`src/design/windowed_snr_quality_gate_core_macros.svh`:
```
// Assertion macros shared by the windowed SNR quality gate modules.
`ifndef WINDOWED_SNR_QUALITY_GATE_CORE_MACROS_SVH
`define WINDOWED_SNR_QUALITY_GATE_CORE_MACROS_SVH

// Same-cycle implication, sampled on clk_i and disabled during reset.
`define WSQG_ASSERT_NOW(name, ante, cons, msg) \
  name: assert property (@(posedge clk_i) disable iff (!rst_ni) (ante) |-> (cons)) \
    else $error(msg);

// Next-cycle implication, sampled on clk_i and disabled during reset.
`define WSQG_ASSERT_NEXT(name, ante, cons, msg) \
  name: assert property (@(posedge clk_i) disable iff (!rst_ni) (ante) |=> (cons)) \
    else $error(msg);

`endif

```
`src/design/wsqg_pkg.sv`:
```
// Package with shared constants, codes and types of the windowed SNR quality gate.
package wsqg_pkg;

  // Default sizes of the sample and index fields.
  localparam int SAMPLE_BITS_DEF = 24;
  localparam int INDEX_BITS_DEF  = 16;

  // Fixed widths of the energy sums, the ratio and the configuration port.
  localparam int ENERGY_W   = 64;
  localparam int RATIO_W    = 32;
  localparam int FRAC_BITS  = 16;
  localparam int CFG_IDX_W  = 3;
  localparam int CFG_DATA_W = 32;
  localparam int STATUS_W   = 2;

  // Iteration counter, wide enough for the 32 quotient bits and the index bits.
  localparam int CNT_W = 5;

  // Configuration register indexes.
  localparam logic [CFG_IDX_W-1:0] REG_NOISE_START  = 3'd0;
  localparam logic [CFG_IDX_W-1:0] REG_NOISE_END    = 3'd1;
  localparam logic [CFG_IDX_W-1:0] REG_SIGNAL_START = 3'd2;
  localparam logic [CFG_IDX_W-1:0] REG_SIGNAL_END   = 3'd3;
  localparam logic [CFG_IDX_W-1:0] REG_MIN_RATIO    = 3'd4;

  // Result status codes.
  typedef enum logic [STATUS_W-1:0] {
    ST_OK    = 2'd0,
    ST_RANGE = 2'd1,
    ST_EMPTY = 2'd2
  } status_e;

  // Commands from the controller to the datapath.
  typedef struct packed {
    logic take;
    logic load_mul;
    logic mul_step;
    logic div_init;
    logic div_step;
    logic load_out;
  } cmd_t;

  // Status from the datapath to the controller.
  typedef struct packed {
    logic pipe_busy;
    logic sat;
  } sts_t;

endpackage

```
`src/design/wsqg_in_if.sv`:
```
// Input channel interface: one trace sample per transaction.
interface wsqg_in_if
  import wsqg_pkg::*;
#(
  parameter int SAMPLE_BITS = SAMPLE_BITS_DEF
) ();
  logic                          valid;
  logic                          ready;
  logic signed [SAMPLE_BITS-1:0] sample;
  logic                          last;

  modport source (output valid, output sample, output last, input ready);
  modport sink   (input valid, input sample, input last, output ready);
endinterface

```
`src/design/wsqg_out_if.sv`:
```
// Output channel interface: one ratio result per transaction.
interface wsqg_out_if
  import wsqg_pkg::*;
();
  logic                valid;
  logic                ready;
  logic [RATIO_W-1:0]  ratio;
  logic                passed;
  logic [STATUS_W-1:0] status;

  modport source (output valid, output ratio, output passed, output status, input ready);
  modport sink   (input valid, input ratio, input passed, input status, output ready);
endinterface

```
`src/design/wsqg_ctrl.sv`:
```
// Controller state machine: sequences accumulation, multiply, divide and result hand-off.
`include "windowed_snr_quality_gate_core_macros.svh"

module wsqg_ctrl
  import wsqg_pkg::*;
#(
  parameter int INDEX_BITS = INDEX_BITS_DEF
) (
  input  logic clk_i,
  input  logic rst_ni,
  input  logic in_valid_i,
  input  logic in_last_i,
  output logic in_ready_o,
  output logic out_valid_o,
  input  logic out_ready_i,
  input  sts_t sts_i,
  output cmd_t cmd_o
);

  localparam logic [2:0] S_RUN   = 3'd0;
  localparam logic [2:0] S_DRAIN = 3'd1;
  localparam logic [2:0] S_LOAD  = 3'd2;
  localparam logic [2:0] S_MUL   = 3'd3;
  localparam logic [2:0] S_CHK   = 3'd4;
  localparam logic [2:0] S_DIV   = 3'd5;
  localparam logic [2:0] S_DONE  = 3'd6;

  localparam logic [CNT_W-1:0] MUL_LAST = CNT_W'(INDEX_BITS - 1);
  localparam logic [CNT_W-1:0] DIV_LAST = CNT_W'(RATIO_W - 1);

  logic [2:0]       state_q, state_d;
  logic [CNT_W-1:0] cnt_q, cnt_d;
  logic             out_valid_q, out_valid_d;
  logic             take;
  logic             out_free;

  // Samples are taken only while a trace is streaming in.
  assign in_ready_o  = (state_q == S_RUN);
  assign take        = in_valid_i && in_ready_o;
  assign out_free    = !out_valid_q || out_ready_i;
  assign out_valid_o = out_valid_q;

  // Next state, iteration counter and commands.
  always_comb begin
    state_d = state_q;
    cnt_d   = cnt_q;
    cmd_o   = '0;
    cmd_o.take = take;
    case (state_q)
      S_RUN: begin
        if (take && in_last_i) begin
          state_d = S_DRAIN;
        end
      end
      S_DRAIN: begin
        if (!sts_i.pipe_busy) begin
          state_d = S_LOAD;
        end
      end
      S_LOAD: begin
        cmd_o.load_mul = 1'b1;
        cnt_d          = MUL_LAST;
        state_d        = S_MUL;
      end
      S_MUL: begin
        cmd_o.mul_step = 1'b1;
        if (cnt_q == '0) begin
          state_d = S_CHK;
        end else begin
          cnt_d = cnt_q - 1'b1;
        end
      end
      S_CHK: begin
        cmd_o.div_init = 1'b1;
        cnt_d          = DIV_LAST;
        state_d        = sts_i.sat ? S_DONE : S_DIV;
      end
      S_DIV: begin
        cmd_o.div_step = 1'b1;
        if (cnt_q == '0) begin
          state_d = S_DONE;
        end else begin
          cnt_d = cnt_q - 1'b1;
        end
      end
      S_DONE: begin
        if (out_free) begin
          cmd_o.load_out = 1'b1;
          state_d        = S_RUN;
        end
      end
      default: begin
        state_d = S_RUN;
      end
    endcase
  end

  // Output register valid: set on load, cleared when the transaction completes.
  always_comb begin
    out_valid_d = out_valid_q;
    if (cmd_o.load_out) begin
      out_valid_d = 1'b1;
    end else if (out_ready_i) begin
      out_valid_d = 1'b0;
    end
  end

  always_ff @(posedge clk_i or negedge rst_ni) begin
    if (!rst_ni) begin
      state_q     <= S_RUN;
      cnt_q       <= '0;
      out_valid_q <= 1'b0;
    end else begin
      state_q     <= state_d;
      cnt_q       <= cnt_d;
      out_valid_q <= out_valid_d;
    end
  end

  `WSQG_ASSERT_NEXT(a_last_stops_input, (take && in_last_i), (!in_ready_o), "input taken after last sample")
  `WSQG_ASSERT_NEXT(a_load_sets_valid, (cmd_o.load_out), (out_valid_q), "result load did not raise valid")
  `WSQG_ASSERT_NEXT(a_div_ends, (state_q == S_DIV && cnt_q == '0), (state_q == S_DONE), "division did not end after 32 steps")

endmodule

```
`src/design/wsqg_dp.sv`:
```
// Datapath: window energy accumulation, shift-add multiplier and restoring divider.
`include "windowed_snr_quality_gate_core_macros.svh"

module wsqg_dp
  import wsqg_pkg::*;
#(
  parameter int SAMPLE_BITS = SAMPLE_BITS_DEF,
  parameter int INDEX_BITS  = INDEX_BITS_DEF
) (
  input  logic                          clk_i,
  input  logic                          rst_ni,
  input  cmd_t                          cmd_i,
  output sts_t                          sts_o,
  input  logic                          cfg_we_i,
  input  logic [CFG_IDX_W-1:0]          cfg_idx_i,
  input  logic [CFG_DATA_W-1:0]         cfg_data_i,
  input  logic signed [SAMPLE_BITS-1:0] sample_i,
  input  logic                          last_i,
  output logic [RATIO_W-1:0]            ratio_o,
  output logic                          passed_o,
  output logic [STATUS_W-1:0]           status_o
);

  localparam int CW = INDEX_BITS + 1;            // sample counter
  localparam int PW = ENERGY_W + INDEX_BITS;     // energy times window length
  localparam int RW = PW + FRAC_BITS;            // dividend and remainder
  localparam int DW = PW + RATIO_W;              // shifted divisor

  // Configuration registers.
  logic [INDEX_BITS-1:0] noise_start_q, noise_end_q, signal_start_q, signal_end_q;
  logic [RATIO_W-1:0]    min_ratio_q;

  // Trace state.
  logic [CW-1:0]       idx_q, idx_inc, len_q;
  logic [ENERGY_W-1:0] noise_e_q, signal_e_q;

  // Sample pipeline.
  logic [SAMPLE_BITS-1:0]   raw, mag_d, mag_q;
  logic [2*SAMPLE_BITS-1:0] sq_full;
  logic [ENERGY_W-1:0]      sq_q;
  logic                     va_q, vb_q;
  logic                     nhit_d, shit_d, nhita_q, shita_q, nhitb_q, shitb_q;

  // Multiplier and divider.
  logic [PW-1:0]         mc_sig_q, mc_noi_q, acc_num_q, acc_den_q;
  logic [INDEX_BITS-1:0] mp_n_q, mp_s_q;
  logic [RW-1:0]         num_sh, rem_q;
  logic [DW-1:0]         den_sh, dv_q;
  logic                  sat_c, sat_q, ge;
  logic [RATIO_W-1:0]    quo_q;

  // Result.
  status_e            st;
  logic [RATIO_W-1:0] ratio_c;
  logic [RATIO_W-1:0] ratio_q;
  logic               passed_q;
  status_e            status_q;

  function automatic logic [ENERGY_W-1:0] sat_add(input logic [ENERGY_W-1:0] a,
                                                  input logic [ENERGY_W-1:0] b);
    logic [ENERGY_W:0] s;
    s = {1'b0, a} + {1'b0, b};
    return s[ENERGY_W] ? '1 : s[ENERGY_W-1:0];
  endfunction

  // Configuration writes; window registers keep their low index bits.
  always_ff @(posedge clk_i or negedge rst_ni) begin
    if (!rst_ni) begin
      noise_start_q  <= '0;
      noise_end_q    <= '0;
      signal_start_q <= '0;
      signal_end_q   <= '0;
      min_ratio_q    <= '0;
    end else if (cfg_we_i) begin
      case (cfg_idx_i)
        REG_NOISE_START:  noise_start_q  <= cfg_data_i[INDEX_BITS-1:0];
        REG_NOISE_END:    noise_end_q    <= cfg_data_i[INDEX_BITS-1:0];
        REG_SIGNAL_START: signal_start_q <= cfg_data_i[INDEX_BITS-1:0];
        REG_SIGNAL_END:   signal_end_q   <= cfg_data_i[INDEX_BITS-1:0];
        REG_MIN_RATIO:    min_ratio_q    <= cfg_data_i[RATIO_W-1:0];
        default: ;
      endcase
    end
  end

  // Stage A: sample magnitude and window membership of the current index.
  assign raw     = sample_i;
  assign mag_d   = raw[SAMPLE_BITS-1] ? (~raw + 1'b1) : raw;
  assign idx_inc = (idx_q == '1) ? idx_q : (idx_q + 1'b1);
  assign nhit_d  = (idx_q >= {1'b0, noise_start_q}) && (idx_q < {1'b0, noise_end_q});
  assign shit_d  = (idx_q >= {1'b0, signal_start_q}) && (idx_q < {1'b0, signal_end_q});

  always_ff @(posedge clk_i or negedge rst_ni) begin
    if (!rst_ni) begin
      idx_q <= '0;
      va_q  <= 1'b0;
    end else begin
      va_q <= cmd_i.take;
      if (cmd_i.take) begin
        idx_q <= last_i ? '0 : idx_inc;
      end
    end
  end

  always_ff @(posedge clk_i) begin
    if (cmd_i.take) begin
      mag_q   <= mag_d;
      nhita_q <= nhit_d;
      shita_q <= shit_d;
      if (last_i) begin
        len_q <= idx_inc;
      end
    end
  end

  // Stage B: square of the magnitude.
  assign sq_full = mag_q * mag_q;

  always_ff @(posedge clk_i or negedge rst_ni) begin
    if (!rst_ni) begin
      vb_q <= 1'b0;
    end else begin
      vb_q <= va_q;
    end
  end

  always_ff @(posedge clk_i) begin
    if (va_q) begin
      sq_q    <= ENERGY_W'(sq_full);
      nhitb_q <= nhita_q;
      shitb_q <= shita_q;
    end
  end

  // Stage C: saturating energy sums, cleared once copied to the multiplier.
  always_ff @(posedge clk_i or negedge rst_ni) begin
    if (!rst_ni) begin
      noise_e_q  <= '0;
      signal_e_q <= '0;
    end else if (cmd_i.load_mul) begin
      noise_e_q  <= '0;
      signal_e_q <= '0;
    end else if (vb_q) begin
      if (nhitb_q) begin
        noise_e_q <= sat_add(noise_e_q, sq_q);
      end
      if (shitb_q) begin
        signal_e_q <= sat_add(signal_e_q, sq_q);
      end
    end
  end

  assign sts_o.pipe_busy = va_q || vb_q;

  // Shift-add multiply: signal energy by noise length, noise energy by signal length.
  always_ff @(posedge clk_i) begin
    if (cmd_i.load_mul) begin
      mc_sig_q  <= PW'(signal_e_q);
      mc_noi_q  <= PW'(noise_e_q);
      mp_n_q    <= noise_end_q - noise_start_q;
      mp_s_q    <= signal_end_q - signal_start_q;
      acc_num_q <= '0;
      acc_den_q <= '0;
    end else if (cmd_i.mul_step) begin
      acc_num_q <= acc_num_q + (mp_n_q[0] ? mc_sig_q : '0);
      acc_den_q <= acc_den_q + (mp_s_q[0] ? mc_noi_q : '0);
      mc_sig_q  <= mc_sig_q << 1;
      mc_noi_q  <= mc_noi_q << 1;
      mp_n_q    <= mp_n_q >> 1;
      mp_s_q    <= mp_s_q >> 1;
    end
  end

  // Saturation check: the quotient needs more than 32 bits, or the noise is zero.
  assign num_sh    = {acc_num_q, {FRAC_BITS{1'b0}}};
  assign den_sh    = {acc_den_q, {RATIO_W{1'b0}}};
  assign sat_c     = (DW'(num_sh) >= den_sh);
  assign sts_o.sat = sat_c;

  // Restoring division, one quotient bit per step from the top.
  assign ge = (DW'(rem_q) >= dv_q);

  always_ff @(posedge clk_i) begin
    if (cmd_i.div_init) begin
      rem_q <= num_sh;
      dv_q  <= den_sh >> 1;
      sat_q <= sat_c;
      quo_q <= '0;
    end else if (cmd_i.div_step) begin
      if (ge) begin
        rem_q <= rem_q - dv_q[RW-1:0];
      end
      quo_q <= {quo_q[RATIO_W-2:0], ge};
      dv_q  <= dv_q >> 1;
    end
  end

  // Window checks against the trace length, then the result fields.
  always_comb begin
    if (({1'b0, noise_start_q} >= len_q) || ({1'b0, noise_end_q} >= len_q) ||
        ({1'b0, signal_start_q} >= len_q) || ({1'b0, signal_end_q} >= len_q)) begin
      st = ST_RANGE;
    end else if ((noise_end_q <= noise_start_q) || (signal_end_q <= signal_start_q)) begin
      st = ST_EMPTY;
    end else begin
      st = ST_OK;
    end
  end

  assign ratio_c = (st != ST_OK) ? '0 : (sat_q ? '1 : quo_q);

  always_ff @(posedge clk_i) begin
    if (cmd_i.load_out) begin
      ratio_q  <= ratio_c;
      passed_q <= (st == ST_OK) && (ratio_c >= min_ratio_q);
      status_q <= st;
    end
  end

  assign ratio_o  = ratio_q;
  assign passed_o = passed_q;
  assign status_o = status_q;

  `WSQG_ASSERT_NOW(a_rem_bound, (cmd_i.div_step), (({1'b0, rem_q}) < ({dv_q, 1'b0})), "remainder outside divisor bound")
  `WSQG_ASSERT_NOW(a_load_after_drain, (cmd_i.load_mul), (!va_q && !vb_q), "energies copied while samples in flight")

endmodule

```
`src/design/windowed_snr_quality_gate_core.sv`:
```
// Top level of the windowed SNR quality gate: controller, datapath and channel wiring.
// Within a trace one sample is taken per cycle; the square-and-sum pipeline is three deep.
// After the last sample come the pipeline drain, a one-bit-per-cycle multiply and a 32-step
// divide; the divide is skipped when the ratio saturates.
// The next trace starts once the result is loaded; the result waits there while it streams in.
// Reset clears configuration, sample counter, energy sums and all valid flags.
module windowed_snr_quality_gate_core
  import wsqg_pkg::*;
#(
  parameter int SAMPLE_BITS = SAMPLE_BITS_DEF,
  parameter int INDEX_BITS  = INDEX_BITS_DEF
) (
  input  logic                  clk_i,
  input  logic                  rst_ni,
  wsqg_in_if.sink               in_if,
  wsqg_out_if.source            out_if,
  input  logic                  cfg_we_i,
  input  logic [CFG_IDX_W-1:0]  cfg_idx_i,
  input  logic [CFG_DATA_W-1:0] cfg_data_i
);

  cmd_t cmd;
  sts_t sts;

  // Sequencing of each trace and the result transaction.
  wsqg_ctrl #(
    .INDEX_BITS (INDEX_BITS)
  ) u_ctrl (
    .clk_i       (clk_i),
    .rst_ni      (rst_ni),
    .in_valid_i  (in_if.valid),
    .in_last_i   (in_if.last),
    .in_ready_o  (in_if.ready),
    .out_valid_o (out_if.valid),
    .out_ready_i (out_if.ready),
    .sts_i       (sts),
    .cmd_o       (cmd)
  );

  // Accumulation, ratio arithmetic and result registers.
  wsqg_dp #(
    .SAMPLE_BITS (SAMPLE_BITS),
    .INDEX_BITS  (INDEX_BITS)
  ) u_dp (
    .clk_i      (clk_i),
    .rst_ni     (rst_ni),
    .cmd_i      (cmd),
    .sts_o      (sts),
    .cfg_we_i   (cfg_we_i),
    .cfg_idx_i  (cfg_idx_i),
    .cfg_data_i (cfg_data_i),
    .sample_i   (in_if.sample),
    .last_i     (in_if.last),
    .ratio_o    (out_if.ratio),
    .passed_o   (out_if.passed),
    .status_o   (out_if.status)
  );

endmodule
```
`src/flat_wrapper.sv`:
```
// flat-port wrapper written by rule: the top's interface ports become plain ports
module windowed_snr_quality_gate_core_flat import wsqg_pkg::*;
#(
  parameter int SAMPLE_BITS = SAMPLE_BITS_DEF,
  parameter int INDEX_BITS  = INDEX_BITS_DEF
)
  (clk_i, rst_ni, cfg_we_i, cfg_idx_i, cfg_data_i, in_if_valid, in_if_sample, in_if_last, in_if_ready, out_if_valid, out_if_ratio, out_if_passed, out_if_status, out_if_ready);
  wsqg_in_if #(.SAMPLE_BITS(SAMPLE_BITS)) in_if_i ();
  wsqg_out_if out_if_i ();
  input  logic clk_i;
  input  logic rst_ni;
  input  logic cfg_we_i;
  input  logic [CFG_IDX_W-1:0] cfg_idx_i;
  input  logic [CFG_DATA_W-1:0] cfg_data_i;
  input wire logic [$bits(in_if_i.valid)-1:0] in_if_valid;
  input wire logic [$bits(in_if_i.sample)-1:0] in_if_sample;
  input wire logic [$bits(in_if_i.last)-1:0] in_if_last;
  output wire logic [$bits(in_if_i.ready)-1:0] in_if_ready;
  output wire logic [$bits(out_if_i.valid)-1:0] out_if_valid;
  output wire logic [$bits(out_if_i.ratio)-1:0] out_if_ratio;
  output wire logic [$bits(out_if_i.passed)-1:0] out_if_passed;
  output wire logic [$bits(out_if_i.status)-1:0] out_if_status;
  input wire logic [$bits(out_if_i.ready)-1:0] out_if_ready;
  assign in_if_i.valid = in_if_valid;
  assign in_if_i.sample = in_if_sample;
  assign in_if_i.last = in_if_last;
  assign in_if_ready = in_if_i.ready;
  assign out_if_valid = out_if_i.valid;
  assign out_if_ratio = out_if_i.ratio;
  assign out_if_passed = out_if_i.passed;
  assign out_if_status = out_if_i.status;
  assign out_if_i.ready = out_if_ready;
  windowed_snr_quality_gate_core #(.SAMPLE_BITS(SAMPLE_BITS), .INDEX_BITS(INDEX_BITS)) u_core (.clk_i(clk_i), .rst_ni(rst_ni), .in_if(in_if_i), .out_if(out_if_i), .cfg_we_i(cfg_we_i), .cfg_idx_i(cfg_idx_i), .cfg_data_i(cfg_data_i));
endmodule
```
`config.mk`:
```
export PLATFORM = sky130hd
export DESIGN_NAME = windowed_snr_quality_gate_core_flat
export DESIGN_NICKNAME = d
export VERILOG_FILES = /design/src/design/wsqg_pkg.sv /design/src/design/wsqg_in_if.sv /design/src/design/wsqg_out_if.sv /design/src/design/wsqg_ctrl.sv /design/src/design/wsqg_dp.sv /design/src/design/windowed_snr_quality_gate_core.sv /design/src/flat_wrapper.sv
export VERILOG_INCLUDE_DIRS = /design/src /design/src/design
export SDC_FILE = /design/constraint.sdc
export NUM_CORES = 2
export LEC_CHECK = 0
export BUFFER_PORTS_ARGS = -buffer_cell sky130_fd_sc_hd__buf_2
export CORE_UTILIZATION = 65
export DETAILED_ROUTE_END_ITERATION = 6
export PLACE_DENSITY_LB_ADDON = 0.05
export SYNTH_ARGS = -nofsm -noshare
export SYNTH_HDL_FRONTEND = slang
export SYNTH_SLANG_ARGS = --single-unit
export TNS_END_PERCENT = 20
```
`constraint.sdc`:
```
create_clock -name clk_i -period 10.7 [get_ports clk_i]
set_input_delay 1.07 -clock clk_i [delete_from_list [all_inputs] [get_ports clk_i]]
set_output_delay 1.07 -clock clk_i [all_outputs]
set_load 0.01 [all_outputs]
```
Word level (Yosys, flattened, before mapping)
Index checks and enable logic that the tools add are counted.
Widths: inputs -> output; s select.
{"block": "word_totals", "inputBits": 65, "register_bits": 972}
{"block": "classes", "n_reduce_logical": 38, "n_addsub": 10, "eq_ne": 17, "n_bitwise": 1, "order_cmp": 13, "n_mux": 47, "mul": 1}
{"operator": "$mux 64", "n": 12}
{"operator": "$mux 96", "n": 3}
{"operator": "$mux 111", "n": 2}
{"operator": "$add 80x80->80", "n": 2}
{"operator": "$mux 80", "n": 2}
{"operator": "$add 64x48->65", "n": 2}
{"operator": "$ge 96x112->1", "n": 1}
{"operator": "$ge 96x111->1", "n": 1}
{"operator": "$sub 96x96->96", "n": 1}
{"operator": "$ge 16x17->1", "n": 4}
{"operator": "$mux 16", "n": 4}
{"operator": "$mux 32", "n": 2}
{"operator": "$mul 24x24->48", "n": 1}
{"operator": "$ge 17x16->1", "n": 2}
{"operator": "$lt 17x16->1", "n": 2}
{"operator": "$mux 17", "n": 2}
{"operator": "$ge 32x32->1", "n": 1}
{"operator": "$le 16x16->1", "n": 2}
{"operator": "$sub 16x16->16", "n": 2}
{"operator": "$add 24x1->24 const B", "n": 1}
{"operator": "$not 24->24", "n": 1}
{"operator": "$mux 23", "n": 1}
{"operator": "$reduce_and 2->1", "n": 11}
{"operator": "$pmux 3 s7", "n": 1}
{"operator": "other kinds (23)", "n": 64}

Depth between registers and ports, before layout
{"block": "depth", "ltp_word": 9, "ltp_mapped": 30, "ltp_nobuf": 29}

By module
A second synthesis with hierarchy kept.
{"block": "unflattened", "cells_unflattened": 9037, "area_unflattened_um2": 82112.5}
{"mod": "wsqg_dp", "seq_area_each_um2": 24958.9, "n_inst": 1, "cells_per_inst": 8969, "area_each_um2": 81520.7}
{"mod": "wsqg_ctrl", "seq_area_each_um2": 225.2, "n_inst": 1, "cells_per_inst": 68, "area_each_um2": 591.8}

Worst setup path before layout
No wires, ideal clock.
{"block": "synth_timing", "kind": "register -> register", "from": "register u_core.u_dp.mag_q[6]", "to": "register u_core.u_dp.sq_q[47], data pin", "n_path_buf": 1, "arrival_time_ns": 7.187, "slack_ns": 3.254, "path_stages_with_launch": 30, "setup_ns": 0.259, "path_cell_list": "edfxtp_1 -> clkbuf_1 -> nand2_1 -> fa_1 -> inv_1 -> fa_1 -> inv_1 -> fa_1 -> inv_1 -> fa_1 -> inv_1 -> fa_1 -> inv_1 -> fa_1 -> inv_1 -> fa_1 -> inv_1 -> ha_1 -> a21oi_1 -> o21ai_1 -> a221o_1 -> a21oi_1 -> o21a_1 -> o31ai_1 -> a41oi_2 -> a31oi_1 -> a211o_1 -> a221o_1 -> a21oi_1 -> xnor2_1"}
{"block": "synth_between", "elab_chain_len": 1}
{"item": "start: declaration", "line_no": "wsqg_dp.sv:38", "source": "logic [SAMPLE_BITS-1:0] raw, mag_d, mag_q;"}
{"item": "start signal: assignment", "line_no": "wsqg_dp.sv:107", "source": "mag_q <= mag_d;"}
{"item": "$mul 24x24->48", "line_no": "wsqg_dp.sv:117", "source": "assign sq_full = mag_q * mag_q;"}
{"item": "net u_core.u_dp.sq_full[47]", "line_no": "wsqg_dp.sv:39", "source": "logic [2*SAMPLE_BITS-1:0] sq_full;"}
{"item": "end signal: assignment", "line_no": "wsqg_dp.sv:129", "source": "sq_q <= ENERGY_W'(sq_full);"}
{"item": "end: declaration", "line_no": "wsqg_dp.sv:40", "source": "logic [ENERGY_W-1:0] sq_q;"}
The timed path passes the listed nets, and every way through them passes these cells.
A chain may end at the register's enable or synchronous reset.

Worst setup path in the final report
{"block": "layout_timing", "from": "register u_core.u_dp.mag_q[10]", "to": "register u_core.u_dp.sq_q[47], data pin"}
Same word-level chain as after synthesis.

==> impl_metrics.py <==
metrics = {
    "status": {
        "status": "complete, no violations",
    },
    "finish": {
        "drive_gt1_share_pct": 4.509,
        "stdcell_count": 10863,
        "fin_nets": 10420,
        "area_growth_pct": 6.205,
        "fillCellCount": 9926,
    },
    "synth": {
        "synthCells": 9307,
        "async_flop_share_pct": 25.95,
        "synthTopCellsByArea": "edfxtp_1, ha_1, fa_1",
        "synth_most_common_cell": "nand2_1",
        "synth_edf_count": 448,
        "synth_top_area_share_pct": 16.52,
        "synthFlopType": "edfxtp_1",
        "seq_area_frac_synth_pct": 30.93,
        "avgSynthCellArea_um2": 8.749,
        "synth_seq_cells": 971,
        "ys_top_cells_by_count": "nand2_1, inv_1, ha_1, o21ai_0, a21oi_1",
        "synth_area_um2": 81420,
        "syn_nets": 10593,
        "ys_warn_count": 0,
        "synth.distinct_cells": 95,
        "netlist.top_cell.by_area": "edfxtp_1",
    },
    "critical_path": {
        "critPathKind": "register to register",
        "slowest_stage": "edfxtp_1",
        "arrival_ps": 9170,
        "worst_path_largest_cell_delay_ps": 1120,
        "r2r_cells": 25,
        "end_kind": "register",
        "cp_common_cell": "fa_1",
        "regToRegSetupSlack_ps": 1970,
        "cp.required_ps": 11140,
        "worstPathMaxFanout": 22,
        "cp_top_family": "adder cells",
        "crit_path_start_kind": "register",
        "r2r_start": "u_core.u_dp.mag_q[10]$_DFFE_PP_",
        "worstReg2RegEnd": "u_core.u_dp.sq_q[47]$_DFFE_PP_",
        "path_buf_inv": 5,
    },
    "sta": {
        "period_minus_slack_ps": 8727,
        "min_period_over_period_pct": 81.56,
        "relSlewSlack_pct": 14.05,
        "worst_pin_slew_ps": 1289,
        "finalHoldViolations": 0,
        "finClkSkew_ps": 53.97,
        "rsz0062_at_grt": "no",
        "tns_ps": 0,
        "fmax_mhz": 114.6,
        "slew_violations": 0,
        "setup_viol": 0,
    },
    "global_routing": {
        "gr-total-overflow": 0,
        "grt_usage_pct": 34.53,
        "grt_max_degree": 147,
        "grt_pass1_vias": 65278,
        "grt_pass1_wl_mm": 350.0,
        "grt_antenna_before_repair": 0,
    },
    "routing": {
        "antenna_left": 0,
        "via_per_inst": 6.128,
        "wirelength_mm": 219.5,
        "wire_per_inst_um": 20.20,
        "vias": 66571,
        "first_iter_violations": 5917,
        "drc": 0,
        "first_pass_iters": 6,
    },
    "floorplanning": {
        "ios": 102,
        "rows": 129,
        "start_util_pct": 65.69,
        "core_um2": 124000,
        "die-area_um2": 126700,
        "die_h_um": 355.9,
        "die_w_um": 355.9,
    },
    "clock_network": {
        "clock_latency_ps": 750,
        "cts_htree_levels": 3,
        "cts_setup_buffers": 0,
        "clockBufferDepth": 3,
        "cts-root-buf": "clkbuf_16",
        "cts.repair.resized": 0,
        "cts-hold-fix-buffers": 0,
        "cts_tree": "built",
        "cts_buffers": 104,
        "clock_sinks": 971,
        "clkTransAtPathRegs_ps": 70,
    },
    "place": {
        "dp_hpwl_mm": 169.1,
        "placed_cells": 10665,
        "io_buffers": 101,
        "place_congestion": 0.9724,
    },
    "job": {
        "max-cap-violations": 0,
    },
    "hold_path": {
        "hp-class": "input pin to asynchronous set/reset pin",
    },
}
==> worst register-to-register path: cells and delay by family, from the launching register on <==
kind | cells | cell delay, ps
AO/OA/AOI/OAI | 9 | 2270
XOR/XNOR | 1 | 90
adder cells (fa/ha/maj) | 8 | 3870
buffers and inverters | 5 | 580
flip-flops | 1 | 1120
AND/OR/NAND/NOR | 2 | 510
==> cell usage in the layout, fill, tap and decap left out, drive strengths merged, types with 21 or more instances in the layout <==
cell    instances
o22ai          68
a211oi         45
nand3         217
o31ai          73
ha            783
nor2b          77
mux2           23
clkbuf        139
nor3           78
dfxtp         271
or2            23
nand2        1294
fa            438
inv          1008
nor2          468
a31oi          95
a21o          307
o211ai         26
mux2i          91
a21boi         32
xnor2         263
o21ai         690
a21oi         575
nand4         154
or3            21
clkinv         36
o21bai         90
xor2          162
and3           61
o21a           77
edfxtp        448
buf           150
nand2b         62
and2          312
dfrtp         252
nor4           44
==> worst max-delay path by stage <==
stage | start | end | slack [ps] | depth (start not counted)
finish | u_core.u_dp.mag_q[10]$_DFFE_PP_ | u_core.u_dp.sq_q[47]$_DFFE_PP_ | 1970 | 25
global route | u_core.u_dp.mag_q[10]$_DFFE_PP_ | u_core.u_dp.sq_q[47]$_DFFE_PP_ | 1690 | 28
CTS | u_core.u_dp.mag_q[10]$_DFFE_PP_ | u_core.u_dp.sq_q[47]$_DFFE_PP_ | 2130 | 25
detailed placement | u_core.u_dp.mag_q[10]$_DFFE_PP_ | u_core.u_dp.sq_q[47]$_DFFE_PP_ | 2190 | 25
global placement | u_core.u_dp.mag_q[10]$_DFFE_PP_ | u_core.u_dp.sq_q[47]$_DFFE_PP_ | 2380 | 28
floorplan | u_core.u_dp.mag_q[6]$_DFFE_PP_ | u_core.u_dp.sq_q[47]$_DFFE_PP_ | 3250 | 29
==> metal layers <==
layer  wire length [µm]  up-vias  GRT usage, %
met1              97460    32099         48.95
met4               7275        0         11.38
li1                   -    31750             -
met5                  0        -             0
met3              14830      405         3.841
met2              99890     2317         55.28
==> cell families after synthesis <==
family / after synthesis / share of synthesized area [%]
fa+ha+maj: 1221 / 22.80
simple gates: 2870 / 16.37
xor+xnor: 425 / 4.572
compound gates: 2274 / 17.27
mux: 114 / 1.437
flops: 971 / 30.93
buf+inv: 1432 / 6.617
==> through the flow <==
step	util (%)	cell area (µm²)	hold slack, ps	setup slack, ps
floorplan	-	81420	400.3	3254
global placement	66.85	82870	422.8	2379
detailed placement	66.85	82870	436.7	2191
CTS	69.76	86470	446.3	2130
global route	69.76	86470	465.8	1693
finish	69.76	86480	411.0	1973
==> sequential cells by signal, indices dropped and copies added (netlist names), 64 cells and up <==
| signal | flops |
|---|---|
| u_core.u_dp.mc_sig_q | 80 |
| u_core.u_dp.noise_e_q | 64 |
| u_core.u_dp.signal_e_q | 64 |
| u_core.u_dp.acc_num_q | 80 |
| u_core.u_dp.mc_noi_q | 80 |
| u_core.u_dp.dv_q | 111 |
| u_core.u_dp.rem_q | 96 |
| u_core.u_dp.acc_den_q | 80 |
==> area by class of cell <==
| class | count | area [µm²] | share of cell area [%] |
|---|---|---|---|
| multi-input cells | 6904 | 50960 | 58.93 |
| repair buffers | 150 | 895.9 | 1.036 |
| inverters | 1003 | 3777 | 4.368 |
| well taps | 1637 | 2048 | 2.369 |
| diodes | 1 | 2.502 | 0.002894 |
| clock buffers | 139 | 2939 | 3.399 |
| clock inverters | 58 | 661.9 | 0.7654 |
| flip-flops and latches | 971 | 25190 | 29.13 |
Power is not shown: default switching activity piles up to over one toggle a cycle in this logic, so the estimate is an artifact.
